`src/hdl/assert_macros.svh`:
```
`ifndef ASSERT_MACROS_SVH
`define ASSERT_MACROS_SVH

// Check a property on every rising clock edge, skipped while reset is high
`define OPDD_ASSERT(label, clk, rst, prop, msg) \
   label: assert property (@(posedge clk) disable iff (rst) (prop)) else $error(msg);

// Check a property on every rising clock edge, reset included
`define OPDD_ASSERT_ALWAYS(label, clk, prop, msg) \
   label: assert property (@(posedge clk) (prop)) else $error(msg);

`endif

```
`src/hdl/opdd_pkg.sv`:
```
package opdd_pkg;

   // Tick counter width and saturation value
   localparam int COUNT_WIDTH = 8;
   localparam int THR_WIDTH   = 8;
   localparam int CMP_WIDTH   = (COUNT_WIDTH > THR_WIDTH) ? COUNT_WIDTH : THR_WIDTH;
   localparam logic [COUNT_WIDTH-1:0] CNT_MAX = {COUNT_WIDTH{1'b1}};

   localparam int MV_WIDTH = 13;

   // Voltage thresholds in millivolts
   localparam logic [MV_WIDTH-1:0] MV_EQ_TOL     = 13'd50;
   localparam logic [MV_WIDTH-1:0] MV_NONE_HI    = 13'd3700;
   localparam logic [MV_WIDTH-1:0] MV_NONE_LO    = 13'd2800;
   localparam logic [MV_WIDTH-1:0] MV_MINI_MAX   = 13'd2000;
   localparam logic [MV_WIDTH-1:0] MV_ERR_MAX    = 13'd1600;
   localparam logic [MV_WIDTH-1:0] MV_BAL_HI     = 13'd2600;
   localparam logic [MV_WIDTH-1:0] MV_BAL_LO     = 13'd2400;
   localparam logic [MV_WIDTH-1:0] MV_SHORT_HI   = 13'd850;
   localparam logic [MV_WIDTH-1:0] MV_SHORT_LO   = 13'd650;
   localparam logic [MV_WIDTH-1:0] MV_NEWTACHO   = 13'd450;
   localparam logic [MV_WIDTH-1:0] MV_MINITACHO  = 13'd250;
   localparam logic [MV_WIDTH-1:0] MV_GROUND_MAX = 13'd100;

   // Register indexes on the control port
   typedef enum logic [1:0] {
      CSR_AUTO_ENABLE  = 2'd0,
      CSR_SETTLE_TICKS = 2'd1,
      CSR_ADD_TICKS    = 2'd2,
      CSR_REMOVE_TICKS = 2'd3
   } csr_addr_type;

   typedef enum logic [2:0] {
      PH_INIT        = 3'd0,
      PH_INIT_SETTLE = 3'd1,
      PH_NO_DEV      = 3'd2,
      PH_PIN6_SETTLE = 3'd3,
      PH_CONNECTED   = 3'd4,
      PH_PIN5_SETTLE = 3'd5,
      PH_DEV_CONN    = 3'd6,
      PH_WAIT_DISC   = 3'd7
   } phase_type;

   typedef enum logic [2:0] {
      KIND_NONE      = 3'd0,
      KIND_NEWTACHO  = 3'd1,
      KIND_MINITACHO = 3'd2,
      KIND_TACHO     = 3'd3,
      KIND_ERR       = 3'd4
   } kind_type;

   typedef enum logic [1:0] {
      PIN6_NOP     = 2'd0,
      PIN6_LOW     = 2'd1,
      PIN6_RELEASE = 2'd2
   } pin6_act_type;

   typedef enum logic [1:0] {
      PIN5_NOP  = 2'd0,
      PIN5_HIGH = 2'd1,
      PIN5_LOW  = 2'd2
   } pin5_act_type;

   // Pin flag bits
   localparam int FLAG_LOADED = 0;
   localparam int FLAG_PIN6   = 1;

   typedef struct packed {
      logic                 auto_enable;
      logic [THR_WIDTH-1:0] settle_ticks;
      logic [THR_WIDTH-1:0] add_ticks;
      logic [THR_WIDTH-1:0] remove_ticks;
   } cfg_type;

   typedef struct packed {
      logic                worker_busy;
      logic                motor_registered;
      logic                pin6_high;
      logic [MV_WIDTH-1:0] pin5_mv;
   } tick_type;

   typedef struct packed {
      logic         request_unregister;
      logic         request_register;
      pin5_act_type pin5_action;
      pin6_act_type pin6_action;
      logic         float_port;
      kind_type     motor_kind;
      phase_type    phase;
   } result_type;

   localparam int REQ_WIDTH = 16;
   localparam int RSP_WIDTH = 16;

   // Counter has reached a threshold
   function automatic logic cnt_reached(input logic [COUNT_WIDTH-1:0] cnt,
                                        input logic [THR_WIDTH-1:0] thr);
      return CMP_WIDTH'(cnt) >= CMP_WIDTH'(thr);
   endfunction

   // Pin five is pulled away from the mid rail
   function automatic logic out_of_balance(input logic [MV_WIDTH-1:0] mv);
      return (mv < MV_BAL_LO) || (mv > MV_BAL_HI);
   endfunction

endpackage

```
`src/hdl/opdd_csr.sv`:
```
module opdd_csr (
   input  logic                               clock,
   input  logic                               reset,
   input  logic                               csr_we,
   input  logic [1:0]                         csr_addr,
   input  logic [opdd_pkg::THR_WIDTH-1:0]     csr_wdata,
   output opdd_pkg::cfg_type                  cfg
);
   import opdd_pkg::*;

   cfg_type cfg_ff, cfg_in;

   // Decode register writes
   always_comb begin
      cfg_in = cfg_ff;
      if (csr_we) begin
         unique case (csr_addr_type'(csr_addr))
            CSR_AUTO_ENABLE:  cfg_in.auto_enable  = csr_wdata[0];
            CSR_SETTLE_TICKS: cfg_in.settle_ticks = csr_wdata;
            CSR_ADD_TICKS:    cfg_in.add_ticks    = csr_wdata;
            CSR_REMOVE_TICKS: cfg_in.remove_ticks = csr_wdata;
         endcase
      end
   end

   always_ff @(posedge clock) begin
      if (reset) begin
         cfg_ff.auto_enable  <= 1'b1;
         cfg_ff.settle_ticks <= THR_WIDTH'(2);
         cfg_ff.add_ticks    <= THR_WIDTH'(35);
         cfg_ff.remove_ticks <= THR_WIDTH'(10);
      end else begin
         cfg_ff <= cfg_in;
      end
   end

   assign cfg = cfg_ff;

endmodule

```
`src/hdl/opdd_fsm.sv`:
```
module opdd_fsm (
   input  logic                 clock,
   input  logic                 reset,
   input  logic                 step,
   input  opdd_pkg::tick_type   tick,
   input  opdd_pkg::cfg_type    cfg,
   output opdd_pkg::result_type result
);
   import opdd_pkg::*;
   `include "assert_macros.svh"

   phase_type               phase_ff, phase_in;
   kind_type                kind_ff, kind_in;
   logic [COUNT_WIDTH-1:0]  cnt_ff, cnt_in;
   logic [1:0]              flags_ff, flags_in;
   logic [MV_WIDTH-1:0]     float_mv_ff, float_mv_in;
   logic [MV_WIDTH-1:0]     low_mv_ff, low_mv_in;

   // Shared decisions
   logic [COUNT_WIDTH-1:0]  cnt_inc;
   logic [COUNT_WIDTH-1:0]  cnt_nodev;
   logic [COUNT_WIDTH-1:0]  cnt_disc;
   logic [1:0]              new_flags;
   logic                    settle_done;
   logic                    add_done;
   logic                    remove_done;
   logic [MV_WIDTH-1:0]     mv_diff;
   logic                    probe_err;
   logic                    probe_direct;
   kind_type                direct_kind;
   kind_type                pin5_kind;

   logic                    flt;
   pin6_act_type            a6;
   pin5_act_type            a5;
   logic                    rq;
   logic                    urq;

   // Counter, pin flags and voltage classification
   always_comb begin
      cnt_inc = (cnt_ff == CNT_MAX) ? cnt_ff : cnt_ff + COUNT_WIDTH'(1);
      new_flags[FLAG_PIN6]   = tick.pin6_high;
      new_flags[FLAG_LOADED] = out_of_balance(tick.pin5_mv);
      cnt_nodev   = (new_flags != flags_ff) ? '0 : cnt_inc;
      cnt_disc    = out_of_balance(tick.pin5_mv) ? '0 : cnt_inc;
      settle_done = cnt_reached(cnt_inc, cfg.settle_ticks);
      add_done    = (new_flags != 2'b00) && cnt_reached(cnt_nodev, cfg.add_ticks);
      remove_done = cnt_reached(cnt_disc, cfg.remove_ticks) && !tick.worker_busy;

      mv_diff = (float_mv_ff >= low_mv_ff) ? float_mv_ff - low_mv_ff
                                           : low_mv_ff - float_mv_ff;
      probe_err = (mv_diff >= MV_EQ_TOL)
         || (!out_of_balance(float_mv_ff) && flags_ff[FLAG_PIN6])
         || (float_mv_ff < MV_GROUND_MAX)
         || (float_mv_ff >= MV_SHORT_LO && float_mv_ff <= MV_SHORT_HI)
         || (float_mv_ff >= MV_NONE_LO && float_mv_ff <= MV_NONE_HI);
      probe_direct = float_mv_ff < MV_BAL_LO;

      priority if (float_mv_ff > MV_NEWTACHO) begin
         direct_kind = KIND_NEWTACHO;
      end else if (float_mv_ff > MV_MINITACHO) begin
         direct_kind = KIND_MINITACHO;
      end else begin
         direct_kind = KIND_TACHO;
      end

      priority if (tick.pin5_mv < MV_ERR_MAX) begin
         pin5_kind = KIND_ERR;
      end else if (tick.pin5_mv < MV_MINI_MAX) begin
         pin5_kind = KIND_MINITACHO;
      end else begin
         pin5_kind = KIND_TACHO;
      end
   end

   // Next state
   always_comb begin
      phase_in    = phase_ff;
      kind_in     = kind_ff;
      cnt_in      = cnt_ff;
      flags_in    = flags_ff;
      float_mv_in = float_mv_ff;
      low_mv_in   = low_mv_ff;
      if (!cfg.auto_enable) begin
         phase_in = PH_INIT;
      end else begin
         cnt_in = cnt_inc;
         unique case (phase_ff)
            PH_INIT: begin
               if (!tick.motor_registered) begin
                  cnt_in   = '0;
                  kind_in  = KIND_NONE;
                  phase_in = PH_INIT_SETTLE;
               end
            end
            PH_INIT_SETTLE: begin
               if (settle_done) begin
                  cnt_in   = '0;
                  phase_in = PH_NO_DEV;
               end
            end
            PH_NO_DEV: begin
               flags_in = new_flags;
               cnt_in   = cnt_nodev;
               if (add_done) begin
                  float_mv_in = tick.pin5_mv;
                  cnt_in      = '0;
                  phase_in    = PH_PIN6_SETTLE;
               end
            end
            PH_PIN6_SETTLE: begin
               if (settle_done) begin
                  low_mv_in = tick.pin5_mv;
                  cnt_in    = '0;
                  phase_in  = PH_CONNECTED;
               end
            end
            PH_CONNECTED: begin
               priority if (probe_err) begin
                  kind_in  = KIND_ERR;
                  phase_in = PH_WAIT_DISC;
               end else if (probe_direct) begin
                  kind_in  = direct_kind;
                  phase_in = PH_DEV_CONN;
               end else begin
                  cnt_in   = '0;
                  phase_in = PH_PIN5_SETTLE;
               end
            end
            PH_PIN5_SETTLE: begin
               if (settle_done) begin
                  low_mv_in = tick.pin5_mv;
                  cnt_in    = '0;
                  kind_in   = pin5_kind;
                  phase_in  = PH_DEV_CONN;
               end
            end
            PH_DEV_CONN: begin
               cnt_in = '0;
               if (kind_ff != KIND_ERR && !tick.worker_busy) begin
                  phase_in = PH_WAIT_DISC;
               end
            end
            PH_WAIT_DISC: begin
               cnt_in = cnt_disc;
               if (remove_done) begin
                  phase_in = PH_INIT;
               end
            end
         endcase
      end
   end

   // Port commands for this tick
   always_comb begin
      flt = 1'b0;
      a6  = PIN6_NOP;
      a5  = PIN5_NOP;
      rq  = 1'b0;
      urq = 1'b0;
      if (cfg.auto_enable) begin
         unique case (phase_ff)
            PH_INIT:        flt = !tick.motor_registered;
            PH_INIT_SETTLE: ;
            PH_NO_DEV:      if (add_done) a6 = PIN6_LOW;
            PH_PIN6_SETTLE: if (settle_done) a6 = PIN6_RELEASE;
            PH_CONNECTED:   if (!probe_err && !probe_direct) a5 = PIN5_HIGH;
            PH_PIN5_SETTLE: if (settle_done) a5 = PIN5_LOW;
            PH_DEV_CONN:    rq = (kind_ff != KIND_ERR) && !tick.worker_busy;
            PH_WAIT_DISC:   urq = remove_done;
         endcase
      end
   end

   // Commit state once per tick
   always_ff @(posedge clock) begin
      if (reset) begin
         phase_ff    <= PH_INIT;
         kind_ff     <= KIND_NONE;
         cnt_ff      <= '0;
         flags_ff    <= '0;
         float_mv_ff <= '0;
         low_mv_ff   <= '0;
      end else if (step) begin
         phase_ff    <= phase_in;
         kind_ff     <= kind_in;
         cnt_ff      <= cnt_in;
         flags_ff    <= flags_in;
         float_mv_ff <= float_mv_in;
         low_mv_ff   <= low_mv_in;
      end
   end

   always_comb begin
      result.phase              = phase_in;
      result.motor_kind         = kind_in;
      result.float_port         = flt;
      result.pin6_action        = a6;
      result.pin5_action        = a5;
      result.request_register   = rq;
      result.request_unregister = urq;
   end

   `OPDD_ASSERT(a_reg_leads_to_wait, clock, reset,
      step && rq |=> phase_ff == PH_WAIT_DISC,
      "register request did not move to waiting for disconnect")
   `OPDD_ASSERT(a_err_stays, clock, reset,
      step && cfg.auto_enable && phase_ff == PH_DEV_CONN && kind_ff == KIND_ERR
         |=> phase_ff == PH_DEV_CONN && kind_ff == KIND_ERR,
      "error device left the connected phase")
   `OPDD_ASSERT(a_float_clears_kind, clock, reset,
      step && flt |=> phase_ff == PH_INIT_SETTLE && kind_ff == KIND_NONE && cnt_ff == '0,
      "floating the port did not restart settling")

endmodule

```
`src/hdl/output_port_device_detector.sv`:
```
// Detects what is plugged into a motor output port, one poll tick per word. A tick word is
// taken in every clock cycle unless the input is stalled; it passes the input register, then
// the detection state machine's single pass, then the result register, and back-pressure on
// the result side stalls only once both registers are full. The thresholds on the csr port
// are read as tick counts and must be written while no tick is in flight.
module output_port_device_detector (
   input  logic                                clock,
   input  logic                                reset,
   input  logic                                req_tvalid,
   output logic                                req_tready,
   // pin5_mv[12:0], pin6_high[13], motor_registered[14], worker_busy[15]
   input  logic [opdd_pkg::REQ_WIDTH-1:0]      req_tdata,
   output logic                                rsp_tvalid,
   input  logic                                rsp_tready,
   // phase[2:0], motor_kind[5:3], float_port[6], pin6_action[8:7], pin5_action[10:9],
   // request_register[11], request_unregister[12], zero[15:13]
   output logic [opdd_pkg::RSP_WIDTH-1:0]      rsp_tdata,
   input  logic                                csr_we,
   input  logic [1:0]                          csr_addr,
   input  logic [opdd_pkg::THR_WIDTH-1:0]      csr_wdata
);
   import opdd_pkg::*;
   `include "assert_macros.svh"

   cfg_type    cfg;
   tick_type   tick_ff;
   logic       in_valid_ff, in_valid_in;
   result_type result;
   result_type out_ff;
   logic       out_valid_ff, out_valid_in;
   logic       advance;
   logic       accept;

   opdd_csr u_csr (
      .clock     (clock),
      .reset     (reset),
      .csr_we    (csr_we),
      .csr_addr  (csr_addr),
      .csr_wdata (csr_wdata),
      .cfg       (cfg)
   );

   opdd_fsm u_fsm (
      .clock  (clock),
      .reset  (reset),
      .step   (advance),
      .tick   (tick_ff),
      .cfg    (cfg),
      .result (result)
   );

   // Move the held tick into the result register when there is room
   assign advance    = in_valid_ff && (!out_valid_ff || rsp_tready);
   assign req_tready = !in_valid_ff || advance;
   assign accept     = req_tvalid && req_tready;

   always_comb begin
      in_valid_in = in_valid_ff;
      if (accept) begin
         in_valid_in = 1'b1;
      end else if (advance) begin
         in_valid_in = 1'b0;
      end
      out_valid_in = out_valid_ff;
      if (advance) begin
         out_valid_in = 1'b1;
      end else if (rsp_tready) begin
         out_valid_in = 1'b0;
      end
   end

   always_ff @(posedge clock) begin
      if (reset) begin
         in_valid_ff  <= 1'b0;
         out_valid_ff <= 1'b0;
      end else begin
         in_valid_ff  <= in_valid_in;
         out_valid_ff <= out_valid_in;
      end
   end

   // Hold payloads
   always_ff @(posedge clock) begin
      if (accept) begin
         tick_ff <= tick_type'(req_tdata);
      end
      if (advance) begin
         out_ff <= result;
      end
   end

   assign rsp_tvalid = out_valid_ff;
   assign rsp_tdata  = RSP_WIDTH'(out_ff);

   `OPDD_ASSERT(a_stall_means_full, clock, reset,
      !req_tready |-> in_valid_ff && out_valid_ff && !rsp_tready,
      "input stalled while a register was free")

endmodule
```
`config.mk`:
```
export PLATFORM = sky130hd
export DESIGN_NAME = output_port_device_detector
export DESIGN_NICKNAME = d
export VERILOG_FILES = /design/src/hdl/opdd_pkg.sv /design/src/hdl/opdd_csr.sv /design/src/hdl/opdd_fsm.sv /design/src/hdl/output_port_device_detector.sv
export VERILOG_INCLUDE_DIRS = /design/src /design/src/hdl
export SDC_FILE = /design/constraint.sdc
export NUM_CORES = 1
export LEC_CHECK = 0
export BUFFER_PORTS_ARGS = -buffer_cell sky130_fd_sc_hd__buf_2
export CORE_ASPECT_RATIO = 1.4
export CORE_MARGIN = 2
export CORE_UTILIZATION = 50
export CTS_CLUSTER_DIAMETER = 80
export DETAILED_ROUTE_END_ITERATION = 10
export PLACE_DENSITY = 0.8
export SETUP_SLACK_MARGIN = 0.1
export SLEW_MARGIN = 10
export SYNTH_ARGS = -nofsm -noshare
export SYNTH_HDL_FRONTEND = slang
export SYNTH_HIERARCHICAL = 1
export SYNTH_SLANG_ARGS = --single-unit
```
`constraint.sdc`:
```
create_clock -name clock -period 3.63 [get_ports clock]
set_input_delay 0.726 -clock clock [delete_from_list [all_inputs] [get_ports clock]]
set_output_delay 0.726 -clock clock [all_outputs]
set_load 0.01 [all_outputs]
```
==> results of run 1 <==
## metal layers
layer | GRT usage [%] | wire length, µm | vias to the layer above
met3 | 3.202 | 814 | 80
met2 | 45.91 | 10210 | 259
li1 | - | - | 2958
met4 | 13.82 | 1045 | 0
met5 | 0 | 0 | -
met1 | 27.30 | 7283 | 2975
## cell families (layout without fill, tap and decap cells)
family,after synthesis,after routing,synth area share [%]
adders and majority gates,52,52,9.832
buffers and inverters,111,197,7.318
DFF,98,98,33.27
other,1,3,0.05539
AOI/OAI and AO/OA,169,169,17.22
xor gates and xnor gates,23,23,2.975
and+or+nand+nor,271,271,20.40
muxes,60,60,8.926
## power breakdown
part	internal, W	leakage (nW)	switching [W]
combinational	0.000109	2.57	0.000143
clock	0.000604	0.162	0.000431
sequential	0.00116	0.842	0.0000285
## critical path: cells and delay by family (launching register included)
| kind | cells | cell delay, ps |
|---|---|---|
| AO/OA/AOI/OAI | 9 | 1890 |
| buffers and inverters | 1 | 170 |
| XOR/XNOR | 1 | 150 |
| adder cells (fa/ha/maj) | 1 | 210 |
| AND/OR/NAND/NOR | 6 | 800 |
| flip-flops | 1 | 430 |
## per-stage QoR
step	cell area, µm²	setup TNS [ps]	instances	util [%]	setup slack, ps
CTS	7906	0	1050	59.33	104.8
global placement	7437	0	1028	55.81	42.83
floorplan	6804	0	787	-	109.9
global route	8224	-1662	1055	61.72	-309.4
detailed placement	7437	-255.1	1028	55.81	-63.52
finish	8224	-600.9	1055	61.72	-267.5
## cells in the final DEF (no fill, tap or decap), types with 22 or more instances in the layout
master and instances:
nand2_1 45, a21oi_1 38, dfxtp_1 65, o21ai_0 22
edfxtp_1 29, buf_4 57, inv_1 71, buf_2 45
ha_1 40, nand2b_1 34, mux2i_1 56, nand3_1 25
nor2_1 75
## layout make-up
| cell class | count | area [µm²] |
|---|---|---|
| Inverter | 73 | 274.0 |
| Tap cell | 182 | 227.7 |
| Sequential cell | 98 | 2260 |
| Timing Repair Buffer | 108 | 742.0 |
| Fill cell | 1065 | 5101 |
| Clock buffer | 11 | 264.0 |
| Clock inverter | 5 | 65.06 |
| Multi-Input combinational cell | 578 | 4392 |
## flip-flops by register name, indices dropped and copies added (netlist names)
| register | cells |
|---|---|
| u_fsm/cnt_ff | 8 |
| u_fsm/float_mv_ff | 13 |
| u_fsm/kind_ff | 3 |
| u_fsm/phase_ff | 3 |
| u_fsm/low_mv_ff | 13 |
| rsp_tdata | 13 |
| u_fsm/flags_ff | 2 |
| rsp_tvalid | 1 |
| in_valid_ff | 1 |
| tick_ff | 16 |
| u_csr/cfg | 25 |
## final timing paths
| check | startpoint | to | slack [ps] |
|---|---|---|---|
| max reg2reg | tick_ff[4] | rsp_tdata[0] | -270 |
| min | u_fsm/cnt_ff[5] | u_fsm/cnt_ff[5] | 480 |
| min reg2reg | u_fsm/cnt_ff[5] | u_fsm/cnt_ff[5] | 480 |
| max | tick_ff[4] | rsp_tdata[0] | -270 |
## timing repair
item / in CTS / in global routing
gates cloned: 0 / 0
buffers inserted: 6 / 6
gates resized for setup: 23 / 61
setup endpoints to repair: 18 / 30
pin swaps: 22 / 14
==> out/metrics.yaml, run 1 <==
outcome: "complete, but fails checks"
violations: "negative setup slack"
drc: 0
cp.required_ps: 3730
syn_area_mm2: 0.006770
wirelength_um: 19350
leakage_nw: 3.578
numClockSinks: 98
hold_class: "reg -> reg"
synth_ff_type: "dfxtp_1"
crit_path_max_fanout: 7
cts-htree-levels: 3
power_density_mw_per_mm2: 301.1
slew_headroom_pct: 49.73
timing.final.hold_violations: 0
ir_drop_uv: 571.1
ys_ff_latch: 98
cts_buffers: 9
synth_most_common_cell: "nor2_1"
crit_slowest_cell: "o41ai_2"
arrival_ps: 4000
cts_hold_buf: 0
synth_edf_count: 29
rsz0062_at_grt: "true"
cts_tree: "built"
drtPass1Iterations: 5
num_vias: 6272
whs_path_depth: 2
drt-initial-drc-count: 581
clock_latency_ps: 350
max-cap-violations: 0
place.gp.congestion: 0.9743
antenna_found_initial: 0
grt_remaining_overflow: 0
ys_seq_area_share_pct: 33.27
synth.distinct_cells: 78
grt_usage_pct: 25.08
io_pins: 49
cp-end-kind: "register"
core_mm2: 0.01333
fp.dieW_um: 102.3
ff2ff_path_depth: 18
total_power_w: 0.002476
synth_top_cell_by_area: "dfxtp_1"
clock_skew_ps: 11.92
io_buffer_count: 45
post-dp-hpwl_um: 13230
grt_pass1_vias: 6173
yosysWarnings: 6
layout-drive-gt1-share_pct: 23.83
die_area_mm2: 0.01450
antenna_cells: 0
cp-start-kind: "register"
path_cells: "nor2_2 > o41ai_2 > a31oi_2 > o21ai_4 > xnor2_2 > nand2_2 > buf_8 > nor2_4 > ha_4 > a21o_1 > a31oi_1 > o21ai_1 > a21o_1 > o21ai_2 > nand2_1 > a21boi_2 > nand4_1 > and3_1"
postSynthCellCount: 785
fin_ws_ps: -267.5
synthTopCellsByCount: "86 x nor2_1, 72 x inv_1, 69 x dfxtp_1"
grt_pass1_wl_um: 28870
setup_violations: 9
cts_buffer_depth: 2
slowest_delay_ps: 440
postSynthAreaPerCell_um2: 8.625
num-nets-final: 951
fmax_mhz: 256.6
slew_viol_final: 0
cp_common_cell: "a21o_1"
tightest_slew_ps: 754.1
path_clk_slew_ps: 70
syn_to_final_growth_pct: 21.47
grt_max_degree: 48
start_util_pct: 50.81
die_h_um: 141.7
final.period_utilization_pct: 107.4
antenna_left: 0
async_reset_ff_share_pct: 0
netlist.area_leader.share_pct: 20.40
cts_root_buf: "clkbuf_16"
synth_area_leaders: "dfxtp_1 20%, edfxtp_1 13%, ha_1 9.2%, mux2i_1 8.4%, nor2_1 4.8%"
via_per_inst: 5.945
wl_per_cell_um: 18.34
fin_worst_hold_slack_ps: 484.0
period_needed_ps: 3897
rows: 50
crit_type: "reg -> reg"
Note: power is estimated with default switching activity, not from simulation.
==> inputs of run 2 (changes only) <==
Settings changed: BUFFER_PORTS_ARGS -buffer_cell sky130_fd_sc_hd__buf_2 to not set, DONT_BUFFER_PORTS set to 1, GPL_TIMING_DRIVEN set to 0, PLACE_DENSITY 0.8 to 0.78.
==> out/metrics.yaml, run 2 (synthesis gave the netlist of run 1 again) <==
outcome: "complete, but fails checks"
violations: "negative setup slack"
crit_family: "compound AO/OA/AOI/OAI gates"
rrSetupSlack_ps: -370  # -100 ps
numClockSinks: 98  # unchanged
num-nets-final: 943  # -0.84%
grt_pass1_vias: 5938  # -3.8%
arrival_ps: 4110  # +110 ps
grt_usage_pct: 26.19  # +1.1 points
place.gp.congestion: 0.9239  # -5.2%
combPwrFrac_pct: 10.4  # +0.2 points
layout-drive-gt1-share_pct: 23.35  # -0.47 points
mostFrequentLayoutCell: "nor2_1"
drc: 0  # unchanged
fillCellCount: 969  # -9.0%
final_cell_mix: "76 x nor2_1, 71 x inv_1, 62 x dfxtp_1"
io_buffer_count: 0  # -100%
leakage_nw: 3.549  # -0.81%
cp-endpoint: "rsp_tdata[0]"
r2r_end: "rsp_tdata[0]"
slew_viol_final: 0  # unchanged
die_area_mm2: 0.01450  # unchanged
cp.required_ps: 3740  # about the same
cts_buffer_depth: 2  # unchanged
via_per_inst: 6.249  # +5.1%
core_mm2: 0.01333  # unchanged
startpoint: "tick_ff[5]"
timing.final.hold_violations: 0  # unchanged
grt_remaining_overflow: 0  # unchanged
path_cells: "inv_2 > o41ai_4 > a31oi_4 > o21ai_2 > clkbuf_8 > buf_6 > nor2_4 > ha_4 > o211a_1 > buf_4 > buf_4 > buf_4 > nand3_1 > a41oi_2 > nor2_1 > o31ai_1 > a21boi_2 > nand4_1 > and3_1"
path_clk_slew_ps: 70  # about the same
io_pins: 49  # unchanged
wirelength_um: 21320  # +10%
antenna_left: 0  # unchanged
slowest_delay_ps: 450  # about the same
rsz0062_at_grt: "true"
start_util_pct: 50.81  # unchanged
cp_num_buf_inv: 6  # +5
drt-initial-drc-count: 848  # +46%
ir_drop_uv: 338.6  # -41%
place_area_mm2: 0.007032  # -5.5%
die_h_um: 141.7  # unchanged
rows: 50  # unchanged
worstSetupPathDepth: 19  # +1
wl_met2_um: 10880  # +6.5%
final.period_utilization_pct: 110.3  # +2.9 points
stdcell_area_mm2: 0.008414  # +2.3%
syn_to_final_growth_pct: 24.28
antenna_found_initial: 0  # unchanged
crit_slowest_cell: "edfxtp_1"
cp_common_cell: "buf_4"
fp.dieW_um: 102.3  # unchanged
cts_root_buf: "clkbuf_16"
grt_max_degree: 19  # -60%
dr_wl_met3_um: 1237  # +52%
fin_worst_hold_slack_ps: 435.3  # -48.64 ps
num_vias: 6543  # +4.3%
largest_register_ffs: 25  # unchanged
wl_per_cell_um: 20.37  # +11%
fin_util_pct: 63.15  # +1.4 points
highest_layer: "met4"
switching_share_pct: 23.64  # -0.69 points
cts_buffers: 9  # unchanged
cp-end-kind: "register"
power_density_mw_per_mm2: 304.0  # +0.97%
clock_latency_ps: 350  # about the same
p_int_w: 0.001953  # +4.2%
slew_headroom_pct: 42.43  # -7.3 points
fmax_mhz: 249.9  # -2.6%
cts-htree-levels: 3  # unchanged
crit_type: "reg -> reg"
antenna_cells: 0  # unchanged
worstReg2RegStart: "tick_ff[5]"
cts_hold_buf: 0  # unchanged
clock_skew_ps: 8.176  # -3.742 ps
cp-start-kind: "register"
wl_met1_um: 7605  # +4.4%
drtPass1Iterations: 6  # +1
pwr-share-clk_pct: 42.9  # +1.1 points
crit_path_max_fanout: 5  # -2
max-cap-violations: 0  # unchanged
cts_tree: "built"
post-dp-hpwl_um: 12930  # -2.3%
seqPwrFrac_pct: 46.7  # -1.3 points
grt_pass1_wl_um: 29630  # +2.6%
fin_ws_ps: -372.3  # -104.8 ps
tightest_slew_ps: 854.5  # +100.4 ps
setup_violations: 30  # +21
hold_class: "in -> reg"
power_switching_w: 0.0006046  # +0.36%
period_needed_ps: 4002  # +104.8 ps
ff2ff_path_depth: 19  # +1
==> run 2: worst reg2reg max path, stage by stage, from the launching register on <==
cell	delay, ps
edfxtp_1	450
inv_2	90
o41ai_4	420
a31oi_4	180
o21ai_2	220
clkbuf_8	190
buf_6	130
nor2_4	40
ha_4	290
o211a_1	200
buf_4	130
buf_4	100
buf_4	100
nand3_1	110
a41oi_2	230
nor2_1	90
o31ai_1	220
a21boi_2	220
nand4_1	130
and3_1	220
==> run 2: final cells by class <==
| cell class | instances | area, µm² | share of cell area (%) |
|---|---|---|---|
| plain buffers | 38 | 260.3 | 3.093 |
| flip-flops and latches | 98 | 2268 | 26.96 |
| inverters | 73 | 274.0 | 3.257 |
| well taps | 182 | 227.7 | 2.706 |
| clock buffers | 10 | 229.0 | 2.721 |
| repair buffers | 62 | 514.2 | 6.112 |
| clock inverters | 6 | 115.1 | 1.368 |
| multi-input cells | 578 | 4526 | 53.78 |
==> run 2: worst min path at each step <==
stage | start | endpoint | slack [ps] | cells after the start
final | reset | in_valid_ff | 440 | 1
after global routing | reset | in_valid_ff | 430 | 1
after CTS | reset | in_valid_ff | 430 | 1
after detailed placement | u_csr/cfg[11] | u_csr/cfg[11] | 460 | 2
after global placement | u_csr/cfg[12] | u_csr/cfg[12] | 460 | 2
after floorplan | u_csr/cfg[10] | u_csr/cfg[10] | 450 | 2
==> run 2: through the flow <==
step / total power (W) / worst slack, ps / setup TNS [ps] / std cells
floorplan: 0.001343 / 109.9 / 0 / 787
global placement: 0.001388 / -795.0 / -30130 / 969
detailed placement: 0.001391 / -786.4 / -29310 / 969
CTS: 0.002516 / -91.30 / -91.30 / 1028
global route: 0.002613 / -556.9 / -11390 / 1047
finish: 0.002558 / -372.3 / -6453 / 1047
==> run 2: timing repair <==
item	in CTS	in global routing
gates cloned	0	2
endpoints found under the setup margin	51	49
buffers inserted	43	19
pin swaps	32	38
resized for setup	60	68
==> run 2: power by group through the flow <==
| stage | Combinational, W | Clock (W) | Sequential [W] |
|---|---|---|---|
| 3_5_place_dp | 0.000172 | 0 | 0.00122 |
| 4_1_cts | 0.000221 | 0.00110 | 0.00119 |
| 2_1_floorplan | 0.000134 | 0 | 0.00121 |
| 3_3_place_gp | 0.000170 | 0 | 0.00122 |
| 5_1_grt | 0.000280 | 0.00113 | 0.00120 |
| 6_report | 0.000267 | 0.00110 | 0.00119 |
==> run 2: per-layer routing <==
| metal | up-vias | global-route usage (%) |
|---|---|---|
| met1 | 3095 | 28.21 |
| met4 | 0 | 14.81 |
| li1 | 2936 | - |
| met3 | 135 | 3.793 |
| met2 | 377 | 47.78 |
| met5 | - | 0 |
